<file path="src/rtl/blarc_pkg.sv">
`timescale 1ns / 1ps
package blarc_pkg;

   localparam int CMD_W   = 2;
   localparam int STATE_W = 12;
   localparam int START_W = 15;
   localparam int SLOT_W  = 14;
   localparam int LABEL_W = 16;
   localparam int WT_W    = 32;
   localparam int STEPS_W = 4;
   localparam int POS_W   = 15;
   localparam int NARC_W  = 15;
   localparam int NST_W   = 13;
   localparam int CSR_AW  = 3;
   localparam int CSR_DW  = 32;

   typedef enum logic [CMD_W-1:0] {
      CMD_STATE = 2'd0,
      CMD_ARC   = 2'd1,
      CMD_QUERY = 2'd2,
      CMD_NONE  = 2'd3
   } cmd_type;

   typedef enum logic [0:0] {
      REG_ARCS   = 1'b0,
      REG_STATES = 1'b1
   } reg_index_type;

   typedef struct packed {
      logic load_state;
      logic load_arc;
      logic load_query;
      logic rd_cur;
      logic rd_k;
      logic take_start;
      logic scan_hit;
      logic scan_step;
      logic init_search;
      logic rd_mid;
      logic search_step;
      logic rd_lo;
      logic rd_base;
      logic take_backoff;
      logic finish_found;
      logic finish_miss;
      logic finish_err;
   } ctl_cmd_type;

   typedef struct packed {
      logic label_zero;
      logic cur_out;
      logic start_neg;
      logic k_out;
      logic scan_nonneg;
      logic run_empty;
      logic cnt_zero;
      logic hit;
      logic base_backoff;
      logic steps_at_max;
   } ctl_stat_type;

endpackage

</file>
<file path="src/rtl/blarc_csr.sv">
`timescale 1ns / 1ps
module blarc_csr (
   input  logic                         clock,
   input  logic                         reset,
   input  logic                         csr_psel,
   input  logic                         csr_penable,
   input  logic                         csr_pwrite,
   input  logic [blarc_pkg::CSR_AW-1:0] csr_paddr,
   input  logic [blarc_pkg::CSR_DW-1:0] csr_pwdata,
   output logic [blarc_pkg::CSR_DW-1:0] csr_prdata,
   output logic                         csr_pready,
   output logic [blarc_pkg::NARC_W-1:0] arcs_in_use,
   output logic [blarc_pkg::NST_W-1:0]  states_in_use
);
   import blarc_pkg::*;

   logic [NARC_W-1:0] arcs_ff, arcs_in;
   logic [NST_W-1:0]  states_ff, states_in;
   logic              wr_en;
   reg_index_type     idx;

   assign idx        = reg_index_type'(csr_paddr[2]);
   assign wr_en      = csr_psel & csr_penable & csr_pwrite;
   assign csr_pready = 1'b1;

   always_comb begin
      arcs_in   = arcs_ff;
      states_in = states_ff;
      if (wr_en) begin
         case (idx)
            REG_ARCS:   arcs_in   = csr_pwdata[NARC_W-1:0];
            REG_STATES: states_in = csr_pwdata[NST_W-1:0];
            default:    arcs_in   = arcs_ff;
         endcase
      end
   end

   always_comb begin
      case (idx)
         REG_ARCS:   csr_prdata = CSR_DW'(arcs_ff);
         REG_STATES: csr_prdata = CSR_DW'(states_ff);
         default:    csr_prdata = '0;
      endcase
   end

   always_ff @(posedge clock) begin
      if (reset) begin
         arcs_ff   <= '0;
         states_ff <= '0;
      end else begin
         arcs_ff   <= arcs_in;
         states_ff <= states_in;
      end
   end

   assign arcs_in_use   = arcs_ff;
   assign states_in_use = states_ff;
endmodule

</file>
<file path="config.mk">
export PLATFORM = sky130hd
export DESIGN_NAME = blarc_csr
export DESIGN_NICKNAME = d
export VERILOG_FILES = /design/src/rtl/blarc_pkg.sv /design/src/rtl/blarc_csr.sv
export SDC_FILE = /design/constraint.sdc
export NUM_CORES = 1
export LEC_CHECK = 0
export ABC_AREA = 1
export BUFFER_PORTS_ARGS = -buffer_cell sky130_fd_sc_hd__buf_4
export CORE_AREA = 2 2 52 78
export CTS_CLUSTER_SIZE = 28
export DETAILED_ROUTE_END_ITERATION = 12
export DIE_AREA = 0 0 54 80
export HOLD_SLACK_MARGIN = 0.12
export PLACE_DENSITY = 0.91
export SLEW_MARGIN = 20
export SYNTH_ARGS = -nofsm -noshare
export SYNTH_HDL_FRONTEND = slang
export SYNTH_SLANG_ARGS = --single-unit
</file>
<file path="constraint.sdc">
create_clock -name clock -period 2.4 [get_ports clock]
set_input_delay 0.24 -clock clock [delete_from_list [all_inputs] [get_ports clock]]
set_output_delay 0.24 -clock clock [all_outputs]
set_load 0.02 [all_outputs]
</file>
### Word level (Yosys, flattened, before mapping)

Index checks and enable logic that the tools add are counted.

* flip-flop bits (word level): 28
* bits of input ports: 40
* output and inout port bits: 61
* logic and storage cells: 8

* mux-type cells: 1
* bitwise logic cells: 3
* reductions and logical operators: 2

Operators by type and width (number)
* $pmux W32 S2: 1
* $reduce_and A2 Y1: 2
* $and A1 B1 Y1: 2
* $not A1 Y1: 1

### Logic depth before layout (Yosys ltp)

* depth after elaboration: 3
* depth in mapped cells: 6
* depth with buffers taken out: 5

### Least setup slack after synthesis

OpenSTA, ideal clock, no wires.

* path type: input port to output port
* start: input port csr_paddr[2] (netlist bit)
* end: output port csr_prdata[13] (netlist bit)
* data arrival time: 859 ps
* data required time: 2160 ps
* path slack: 1301 ps
* stages on the path: 3
* path buffers: 2
* cell sequence: buf_2 -> buf_4 -> nor2_1

* longest elaborated chain between the ends: 2

Ends and longest elaborated chain
* start: declaration: RTL line blarc_csr.sv:8 `input logic [blarc_pkg::CSR_AW-1:0] csr_paddr,`
* $not A1 Y1 (no line)
* $pmux W32 S2 *: RTL line blarc_csr.sv:39 `case (idx)`
* end: declaration: RTL line blarc_csr.sv:10 `output logic [blarc_pkg::CSR_DW-1:0] csr_prdata,`

Every way passes the cells marked *; elsewhere a longest branch is shown, timed or not. The select of a mux whose other input is x is not followed.

### Worst setup path after layout

* start: input port csr_paddr[2] (netlist bit)
* end: output port csr_prdata[2] (netlist bit)

The elaborated chain is that of the path after synthesis.

==> impl_metrics.env <==
export IMPL_status="complete, no violations"
export IMPL_cts_sinks=28
export IMPL_diodes=0
export IMPL_power_frac_seq_pct=51.9
export IMPL_switching_share_pct=29.5
export IMPL_worstPathArrival_ns=1.32
export IMPL_postCtsHoldBufs=0
export IMPL_fp_dieH_microns=80
export IMPL_cpLargestDelayFamily="buffers and inverters"
export IMPL_synth_cell_type_count=13
export IMPL_required_ns=2.16
export IMPL_p_comb_share_pct=22.3
export IMPL_start_util_pct=43.1
export IMPL_grt_setup_unrepaired="false"
export IMPL_drive_gt1_share_pct=27.6
export IMPL_setup_tns_final_ns=0
export IMPL_layout_min_cycle_time_ns=1.56
export IMPL_drcViolationCount=0
export IMPL_hp_class="primary input to flop"
export IMPL_grt_max_degree=31
export IMPL_vias=1488
export IMPL_grt_pass1_vias=1396
export IMPL_h_tree_depth=1
export IMPL_gp_congestion=0.693
export IMPL_rows=27
export IMPL_layout_common_cells="nand2_1, buf_4, nor2_1, dfxtp_1, nand3_1"
export IMPL_worst_path_max_fanout=30
export IMPL_pre_cts_ws_ns=0.822
export IMPL_crit_chain="buf_4 > inv_2 > nand2_1 > nand2_1 > buf_4"
export IMPL_drtIter0Drc=52
export IMPL_finalSetupViolCount=0
export IMPL_cp_end_kind="output port"
export IMPL_ys_warn_count=0
export IMPL_cts_buffer_depth=2
export IMPL_maxSlewViolCount=0
export IMPL_multiInputGateArea_sq_um=759
export IMPL_die_x_microns=54
export IMPL_layout_setup_ws_ns=0.845
export IMPL_numCtsBuffers=3
export IMPL_post_route_period_util_pct=64.8
export IMPL_die_area_sq_um=4320
export IMPL_worst_path_buf_inv=3
export IMPL_antenna_found_initial=0
export IMPL_portBuffers=63
export IMPL_synthToLayoutAreaGrowth_pct=24.9
export IMPL_viasPerCell=4.47
export IMPL_internal_power_w=0.000669
export IMPL_peakVddDrop_mv=0.342
export IMPL_seqCellArea_sq_um=561
export IMPL_max_freq_mhz=643
export IMPL_finalNetCount=332
export IMPL_powerDensity_nw_per_um2=484
export IMPL_synth_area_per_cell_sq_um=6.60
export IMPL_antenna_left=0
export IMPL_slowest_stage="inv_2"
export IMPL_path_clk_slew_ns=0.09
export IMPL_ioPinCount=101
export IMPL_post_drt_wl_per_cell_microns=10.5
export IMPL_cp_slowest_stage_delay_ns=0.49
export IMPL_crit_type="primary input to output port"
export IMPL_fill_cells=379
export IMPL_cts_repair_resized=0
export IMPL_clock_latency_ns=0.26
export IMPL_hold_viol=0
export IMPL_synth_yosys_seq_area_share_pct=35.7
export IMPL_skew_ns=0
export IMPL_clock_power_share_pct=25.8
export IMPL_synthCells=238
export IMPL_relSlewSlack_pct=54.8
export IMPL_core_area_sq_um=3650
export IMPL_critPathLaunchType="primary input"
export IMPL_cap_violations=0
export IMPL_wirelength_microns=3500
export IMPL_grt_ovfl_total=0
export IMPL_dp_hpwl_microns=2530
export IMPL_ys_ff_latch=28
export IMPL_syn_area_sq_um=1570
export IMPL_cts_tree="done"
export IMPL_grt_pass1_wl_microns=5860
export IMPL_p_sw_w=0.000281
export IMPL_postCtsSetupBuffers=0
export IMPL_dr_pass1_iters=4
export IMPL_cts_root_buf="clkbuf_8"
export IMPL_p_leak_nw=1.04
export IMPL_mostFrequentLayoutCell="nand2_1"
export IMPL_grt_total_usage_pct=17.6
export IMPL_tightest_slew_ns=0.676
export IMPL_timing_hold_ws_ns=0.283
==> final cells by class <==
type / instances / share of cell area, %
clock buffer: 3 / 2.10
inverter: 20 / 3.82
multi-input combinational: 176 / 38.7
sequential: 28 / 28.6
tap: 43 / 2.74
timing repair buffer: 63 / 24.1
==> flip-flops by register name (all words and copies together), names as in the netlist <==
name	count
arcs_in_use	15
states_in_use	13
==> cells in the mapped netlist <==
cell type,instances,area share [%]
buf_1,1,0.24
buf_2,3,0.96
buf_4,20,9.6
buf_6,6,4.3
conb_1,2,0.48
dfxtp_1,28,36
inv_1,17,4.1
inv_2,3,0.72
nand2_1,68,16
nand3_1,21,6.7
nand3_2,8,5.1
nor2_1,58,14
nor2_4,3,2.1
==> worst register-to-register path, stage by stage, from the launching register on <==
cell,delay (ns)
dfxtp_1,0.37
nor2_1,0.06
nor2_1,0.12
==> through the flow <==
| stage | util (%) | instance area, sq um | power [W] | cells |
|---|---|---|---|---|
| 2_1_floorplan | - | 1630 | 0.000669 | 254 |
| 3_3_place_gp | 52.7 | 1920 | 0.000713 | 330 |
| 3_5_place_dp | 52.7 | 1920 | 0.000716 | 330 |
| 4_1_cts | 53.8 | 1960 | 0.000960 | 333 |
| 5_1_grt | 53.8 | 1960 | 0.00100 | 333 |
| 6_report | 53.8 | 1960 | 0.000950 | 333 |
==> worst paths after layout <==
path | from | endpoint | slack, ns | depth (start not counted)
worst min register to register | arcs_in_use[6] | arcs_in_use[6] | 0.50 | 2
worst max-delay path | csr_paddr[2] | csr_prdata[2] | 0.84 | 5
worst max register to register | states_in_use[0] | states_in_use[0] | 1.79 | 2
worst min-delay path | csr_pwdata[14] | arcs_in_use[14] | 0.28 | 5
==> power by group through the flow <==
| stage | logic [W] | registers (W) | clock network (W) |
|---|---|---|---|
| after floorplan | 0.000147 | 0.000522 | 0 |
| after global placement | 0.000209 | 0.000503 | 0 |
| after detailed placement | 0.000212 | 0.000504 | 0 |
| after CTS | 0.000212 | 0.000493 | 0.000254 |
| after global routing | 0.000234 | 0.000496 | 0.000270 |
| final | 0.000212 | 0.000493 | 0.000245 |
==> metal layers <==
| layer | wire, microns | vias up | GRT usage, % |
|---|---|---|---|
| met3 | 208 | 2 | 2.81 |
| met4 | 17 | 0 | 4.00 |
| met2 | 1930 | 53 | 34.4 |
| met1 | 1340 | 654 | 18.4 |
| li1 | - | 779 | - |
| met5 | 0 | - | 0 |
==> cell families (layout without fill, tap and decap cells) <==
| group | after synthesis | after routing | share of synthesized area (%) |
|---|---|---|---|
| flip-flops | 28 | 28 | 35.7 |
| other | 2 | 18 | 0.478 |
| buffers and inverters | 50 | 86 | 19.8 |
| AND/OR/NAND/NOR | 158 | 158 | 44.0 |
(Power assumes the default switching activity.)
