File: config.mk
export PLATFORM = sky130hd
export DESIGN_NAME = blarc_ctrl
export DESIGN_NICKNAME = d
export VERILOG_FILES = /design/src/rtl/blarc_pkg.sv /design/src/rtl/blarc_ctrl.sv
export SDC_FILE = /design/constraint.sdc
export NUM_CORES = 1
export LEC_CHECK = 0
export BUFFER_PORTS_ARGS = -buffer_cell sky130_fd_sc_hd__buf_4
export CAP_MARGIN = 20
export CORE_ASPECT_RATIO = 1.1
export CORE_UTILIZATION = 47
export DETAILED_ROUTE_END_ITERATION = 10
export PLACE_DENSITY = 0.77
export RECOVER_POWER = 50
export SLEW_MARGIN = 20
export SYNTH_ARGS = -nofsm -noshare
export SYNTH_HDL_FRONTEND = slang
export SYNTH_SLANG_ARGS = --single-unit
File: constraint.sdc
create_clock -name clock -period 2.1 [get_ports clock]
set_input_delay 0.63 -clock clock [delete_from_list [all_inputs] [get_ports clock]]
set_output_delay 0.63 -clock clock [all_outputs]
set_load 0.01 [all_outputs]
File: src/rtl/blarc_pkg.sv
`timescale 1ns / 1ps
package blarc_pkg;

   localparam int CMD_W   = 2;
   localparam int STATE_W = 12;
   localparam int START_W = 15;
   localparam int SLOT_W  = 14;
   localparam int LABEL_W = 16;
   localparam int WT_W    = 32;
   localparam int STEPS_W = 4;
   localparam int POS_W   = 15;
   localparam int NARC_W  = 15;
   localparam int NST_W   = 13;
   localparam int CSR_AW  = 3;
   localparam int CSR_DW  = 32;

   typedef enum logic [CMD_W-1:0] {
      CMD_STATE = 2'd0,
      CMD_ARC   = 2'd1,
      CMD_QUERY = 2'd2,
      CMD_NONE  = 2'd3
   } cmd_type;

   typedef enum logic [0:0] {
      REG_ARCS   = 1'b0,
      REG_STATES = 1'b1
   } reg_index_type;

   typedef struct packed {
      logic load_state;
      logic load_arc;
      logic load_query;
      logic rd_cur;
      logic rd_k;
      logic take_start;
      logic scan_hit;
      logic scan_step;
      logic init_search;
      logic rd_mid;
      logic search_step;
      logic rd_lo;
      logic rd_base;
      logic take_backoff;
      logic finish_found;
      logic finish_miss;
      logic finish_err;
   } ctl_cmd_type;

   typedef struct packed {
      logic label_zero;
      logic cur_out;
      logic start_neg;
      logic k_out;
      logic scan_nonneg;
      logic run_empty;
      logic cnt_zero;
      logic hit;
      logic base_backoff;
      logic steps_at_max;
   } ctl_stat_type;

endpackage

File: src/rtl/blarc_ctrl.sv
`timescale 1ns / 1ps
module blarc_ctrl (
   input  logic                        clock,
   input  logic                        reset,
   input  logic                        start,
   input  logic [blarc_pkg::CMD_W-1:0] req_cmd,
   input  blarc_pkg::ctl_stat_type     stat,
   output blarc_pkg::ctl_cmd_type      cmd,
   output logic                        busy
);
   import blarc_pkg::*;

   typedef enum logic [10:0] {
      S_IDLE      = 11'b00000000001,
      S_RUN_RD    = 11'b00000000010,
      S_RUN_WAIT  = 11'b00000000100,
      S_SCAN_RD   = 11'b00000001000,
      S_SCAN_WAIT = 11'b00000010000,
      S_CLIP      = 11'b00000100000,
      S_SRCH      = 11'b00001000000,
      S_SRCH_WAIT = 11'b00010000000,
      S_LO_WAIT   = 11'b00100000000,
      S_BASE_RD   = 11'b01000000000,
      S_BASE_WAIT = 11'b10000000000
   } fsm_type;

   fsm_type state_ff, state_in;
   logic    accept;

   assign busy   = (state_ff != S_IDLE);
   assign accept = start & ~busy;

   always_comb begin
      state_in = state_ff;
      cmd      = '0;
      case (state_ff)
         S_IDLE: begin
            if (accept) begin
               case (cmd_type'(req_cmd))
                  CMD_STATE: cmd.load_state = 1'b1;
                  CMD_ARC:   cmd.load_arc   = 1'b1;
                  CMD_QUERY: begin
                     cmd.load_query = 1'b1;
                     if (stat.label_zero) cmd.finish_err = 1'b1;
                     else state_in = S_RUN_RD;
                  end
                  default: cmd = '0;
               endcase
            end
         end
         S_RUN_RD: begin
            if (stat.cur_out) begin
               cmd.finish_miss = 1'b1;
               state_in = S_IDLE;
            end else begin
               cmd.rd_cur = 1'b1;
               state_in = S_RUN_WAIT;
            end
         end
         S_RUN_WAIT: begin
            if (stat.start_neg) begin
               cmd.finish_miss = 1'b1;
               state_in = S_IDLE;
            end else begin
               cmd.take_start = 1'b1;
               state_in = S_SCAN_RD;
            end
         end
         S_SCAN_RD: begin
            if (stat.k_out) state_in = S_CLIP;
            else begin
               cmd.rd_k = 1'b1;
               state_in = S_SCAN_WAIT;
            end
         end
         S_SCAN_WAIT: begin
            if (stat.scan_nonneg) begin
               cmd.scan_hit = 1'b1;
               state_in = S_CLIP;
            end else begin
               cmd.scan_step = 1'b1;
               state_in = S_SCAN_RD;
            end
         end
         S_CLIP: begin
            if (stat.run_empty) begin
               cmd.finish_miss = 1'b1;
               state_in = S_IDLE;
            end else begin
               cmd.init_search = 1'b1;
               state_in = S_SRCH;
            end
         end
         S_SRCH: begin
            if (stat.cnt_zero) begin
               cmd.rd_lo = 1'b1;
               state_in = S_LO_WAIT;
            end else begin
               cmd.rd_mid = 1'b1;
               state_in = S_SRCH_WAIT;
            end
         end
         S_SRCH_WAIT: begin
            cmd.search_step = 1'b1;
            state_in = S_SRCH;
         end
         S_LO_WAIT: begin
            if (stat.hit) begin
               cmd.finish_found = 1'b1;
               state_in = S_IDLE;
            end else state_in = S_BASE_RD;
         end
         S_BASE_RD: begin
            cmd.rd_base = 1'b1;
            state_in = S_BASE_WAIT;
         end
         S_BASE_WAIT: begin
            if (!stat.base_backoff) begin
               cmd.finish_miss = 1'b1;
               state_in = S_IDLE;
            end else if (stat.steps_at_max) begin
               cmd.finish_err = 1'b1;
               state_in = S_IDLE;
            end else begin
               cmd.take_backoff = 1'b1;
               state_in = S_RUN_RD;
            end
         end
         default: state_in = S_IDLE;
      endcase
   end

   always_ff @(posedge clock) begin
      if (reset) state_ff <= S_IDLE;
      else state_ff <= state_in;
   end

   a_finish_onehot: assert property (@(posedge clock) disable iff (reset)
      $onehot0({cmd.finish_found, cmd.finish_miss, cmd.finish_err}))
      else $error("more than one finish");
   a_finish_idle: assert property (@(posedge clock) disable iff (reset)
      (cmd.finish_found || cmd.finish_miss || cmd.finish_err) |=> !busy)
      else $error("busy after finish");
   a_load_idle: assert property (@(posedge clock) disable iff (reset)
      (cmd.load_state || cmd.load_arc || cmd.load_query) |-> !busy)
      else $error("load while busy");
   a_backoff_limit: assert property (@(posedge clock) disable iff (reset)
      cmd.take_backoff |-> !stat.steps_at_max)
      else $error("backoff past limit");
endmodule

== Yosys cells after proc, flatten, opt, wreduce, memory -nomap -nowiden ==
Cells that the tools add are included.

* Logic and storage cells: 72
* Output and inout port bits: 18
* Bits in registers: 11

* Bitwise logic cells: 2
* Reduce and logical (&&, ||, !) cells: 2
* Muxes and demuxes: 50
* Equal/unequal tests: 17

{| class="wikitable"
|+ Operators with widths
! operator !! count
|-
| case mux 11 bit (11 select lines) || 1
|-
| two-way mux 11 bit || 4
|-
| two-way mux 1 bit || 22
|-
| case mux 1 bit (2 select lines) || 11
|-
| two-way mux 17 bit || 1
|-
| two-way mux 6 bit || 2
|-
| equality test 11 x 1 -> 1 bit (second input constant) || 1
|-
| equality test 11 x 10 -> 1 bit (second input constant) || 1
|-
| equality test 11 bit (second input constant) || 1
|-
| equality test 11 x 2 -> 1 bit (second input constant) || 1
|-
| equality test 11 x 3 -> 1 bit (second input constant) || 1
|-
| equality test 11 x 4 -> 1 bit (second input constant) || 1
|-
| equality test 11 x 5 -> 1 bit (second input constant) || 1
|-
| equality test 11 x 6 -> 1 bit (second input constant) || 1
|-
| equality test 11 x 7 -> 1 bit (second input constant) || 1
|-
| equality test 11 x 8 -> 1 bit (second input constant) || 1
|-
| equality test 11 x 9 -> 1 bit (second input constant) || 1
|-
| inequality test 11 x 1 -> 1 bit (second input constant) || 1
|-
| two-way mux 10 bit || 1
|-
| two-way mux 9 bit || 1
|-
| two-way mux 7 bit || 1
|-
| two-way mux 3 bit || 2
|-
| case mux 1 bit (5 select lines) || 1
|-
| two-way mux 4 bit || 1
|-
| other kinds (10) || 11
|}

== Depth between registers and ports, before layout ==
* Depth in word-level cells: 5
* Depth in mapped cells: 6
* Gate-level depth less buffers: 5

== Least setup slack after synthesis ==
Ideal clock, no wire load.

* Path type: register to output
* From: reg state_ff[4]
* To: out cmd[16] (netlist name)
* Required time: 1.470 ns
* Slack: -0.034 ns
* Arrival time: 1.504 ns
* Stages on the path, launching flop included: 4
* Cell sequence: dfxtp_1 nor4_4 nand3_4 nor4b_1

{| class="wikitable"
|+ RTL lines
! what !! RTL line !! text
|-
| start, declared || blarc_ctrl.sv:27 || <nowiki>fsm_type state_ff, state_in;</nowiki>
|-
| start signal, assigned || blarc_ctrl.sv:135 || <nowiki>else state_ff <= state_in;</nowiki>
|-
| end, declared || blarc_ctrl.sv:8 || <nowiki>output blarc_pkg::ctl_cmd_type cmd,</nowiki>
|}

==> metrics.csv <==
stage;metric;value;unit
status;status;finished, violations left;
status;violations;setup timing;
cts;clock_tree.buffer_depth;2;
timing;slew_headroom;72.1;%
die;rows;15;
logic_synthesis;yosysWarnings;0;
cts;cts_buffers;3;
logic_synthesis;synth_top_area_share;26.0;%
global_routing;overflow;0;
place;globalplace.congestion;0.808;
logic_synthesis;synth_common_cells;nor2_1 (12), dfxtp_1 (11), nor3_1 (10);
logic_synthesis;synth_top_area_cell;dfxtp_1;
critical_path;required;1470;ps
logic_synthesis;synth.distinct_cells;37;
global_routing;grt_pass1_wl;3980;µm
detailed_routing;wl_per_cell;15.7;µm
cts;clk_latency;270;ps
logic_synthesis;ys_ff_latch;11;
layout;antenna_cells;0;
place;port_buffers;32;
flow_run;maxCapViolCount;0;
global_routing;grt_use_total;27.1;%
power_and_ir_drop;leakagePower;0.647;nW
layout;syn2layout_area_growth;68.5;%
logic_synthesis;avgSynthCellArea;8.37;µm²
logic_synthesis;syn-cell-area;846;µm²
detailed_routing;vias_per_cell;5.97;
die;fp.dieH;46.5;µm
logic_synthesis;syn_inst;101;
place;post-dp-hpwl;1740;µm
timing;holdWs;525;ps
critical_path;cp.arrival;1860;ps
detailed_routing;routed_wl;2860;µm
layout;seqCellArea;231;µm²
critical_path;end_kind;output pin;
die;initial_utilization;51.8;%
place;pre_cts_slack;-36.8;ps
logic_synthesis;yosys-top-cells-area;dfxtp_1 (26%), nor3_1 (5.9%), nor2_1 (5.3%), nor4_4 (5.0%), nor3_4 (3.8%);
logic_synthesis;syn_nets;116;
timing;hold_violations;0;
power_and_ir_drop;total_power;675;µW
critical_path;critical_path_class;reg2out;
critical_path;r2r_setup_slack;230;ps
logic_synthesis;ys.flop_type;dfxtp_1;
timing;grt_setup_unrepaired;true;
global_routing;grt_pass1_vias;919;
logic_synthesis;yosysMostFrequentCell;nor2_1;
die;ioPinCount;33;
min_path;hp-class;in2reg;
power_and_ir_drop;vdd_drop_max;0.000307;V
detailed_routing;drc;0;
critical_path;startpoint_type;register;
cts;cts_tree;yes;
logic_synthesis;async_flop_share;0;%
layout;fin_nets;181;
layout;multi_input_area;643;µm²
critical_path;critical_path.max_fanout;4;
layout;drive_above_1_share;58.2;%
timing;setup_ws;-389;ps
global_routing;antenna_found_initial;0;
detailed_routing;ant_nets;0;
power_and_ir_drop;cellPowerDensity;474;mW/mm²
timing;period_share;119;%
cts;cts.sinks;11;
layout;top_regs;state_ff (11);
global_routing;grt_start_max_net_pins;11;
die;design.core.area;0.00163;mm²
timing;fmax;402;MHz
layout;largest-register;state_ff;
layout;largest_register_ffs;11;
cts;cts_htree_levels;1;
detailed_routing;drtIter0Drc;49;
critical_path;cp_cell_sequence;nor4_4, nand3_2, buf_6, nor2_2, nand2_1, inv_1, buf_4;
place;dpl_cell_area;0.00121;mm²
timing;setup-violations-final;18;
cts;clock-root-buffer;clkbuf_4;
timing;fin_crit;2490;ps
timing;tightestPinTransition;416;ps
layout;stdcell_area;0.00143;mm²
layout;final_util;87.3;%
die;die_x;42.4;µm
logic_synthesis;seq_area_frac_synth;26.0;%
critical_path;critical-path-top-delay-family;simple AND/OR/NAND/NOR gates;
timing;maxSlewViolCount;0;
critical_path;max_stage_delay;440;ps
die;dieArea;0.00197;mm²
cts;clk_pin_slew;80;ps
timing;finalClockSkew;3.99;ps
detailed_routing;drt_pass1_iterations;4;
logic_synthesis;synth_edf_count;0;
layout;fillers;88;
critical_path;critPathBufInv;3;
detailed_routing;vias;1086;
critical_path;crit_slowest_cell;nor4_4;
-- area by class of cell --
type | count | share of cell area (%)
clock buffers | 4 | 1.84
inverters | 4 | 1.05
multi-input cells | 83 | 45.1
flip-flops and latches | 11 | 16.2
well taps | 17 | 1.49
repair buffers | 63 | 34.2
-- layer usage --
| layer | share of wire [%] | GRT usage [%] | vias up | wire, µm |
|---|---|---|---|---|
| li1 | - | - | 503 | - |
| met1 | 38 | 31.6 | 515 | 1080 |
| met2 | 52 | 50.8 | 56 | 1500 |
| met3 | 6.2 | 3.92 | 12 | 176 |
| met4 | 3.5 | 10.0 | 0 | 101 |
| met5 | 0 | 0 | - | 0 |
-- kinds of logic after synthesis --
kind of cell	Yosys count	synth area share, %
AO/OA/AOI/OAI	17	15.8
XOR/XNOR	3	3.11
buffers and inverters	7	5.18
AND/OR/NAND/NOR	63	49.9
flip-flops	11	26.0
-- stage by stage --
step / std cells / TNS, ps
after floorplan: 101 / -3.31
after global placement: 164 / -20.0
after detailed placement: 164 / -46.2
after CTS: 172 / -2740
after global routing: 182 / -5420
final: 182 / -3860
-- timing repair --
action                     in CTS  in global routing
buffers inserted                4                 10
gates resized for setup        11                 14
pin swaps                       6                 10
hold buffers                    0                  0
setup endpoints to repair      18                 18
-- worst register-to-register path, delay by kind of cell, from the launching register on --
family / cells / cell delay (ps)
flip-flops: 1 / 360
AO/OA/AOI/OAI: 2 / 490
buffers and inverters: 3 / 420
AND/OR/NAND/NOR: 2 / 500
-- cells in the final DEF (no fill, tap or decap), drive strengths merged, types with 3 or more instances in the layout --
master,n
buf,63
nor2,12
nor3,12
dfxtp,11
nand2,8
nand3,6
nand3b,4
inv,4
clkbuf,4
nor4,4
nor4b,4
o21ai,3
a21oi,3
-- final timing paths --
check	start	end	depth (start not counted)
worst max-delay path	state_ff[1]	cmd[10]	7
worst min-delay path	stat[8]	state_ff[2]	2
worst max register to register	state_ff[1]	state_ff[6]	7
worst min register to register	state_ff[10]	state_ff[9]	3
-- where the power goes --
group	internal [mW]	switching (mW)	total (mW)	leakage, nW
Sequential	0.217	0.0127	0.229	0.0919
Combinational	0.155	0.137	0.293	0.540
Clock	0.0736	0.0798	0.153	0.0150
Power figures use the tool's default switching activity.
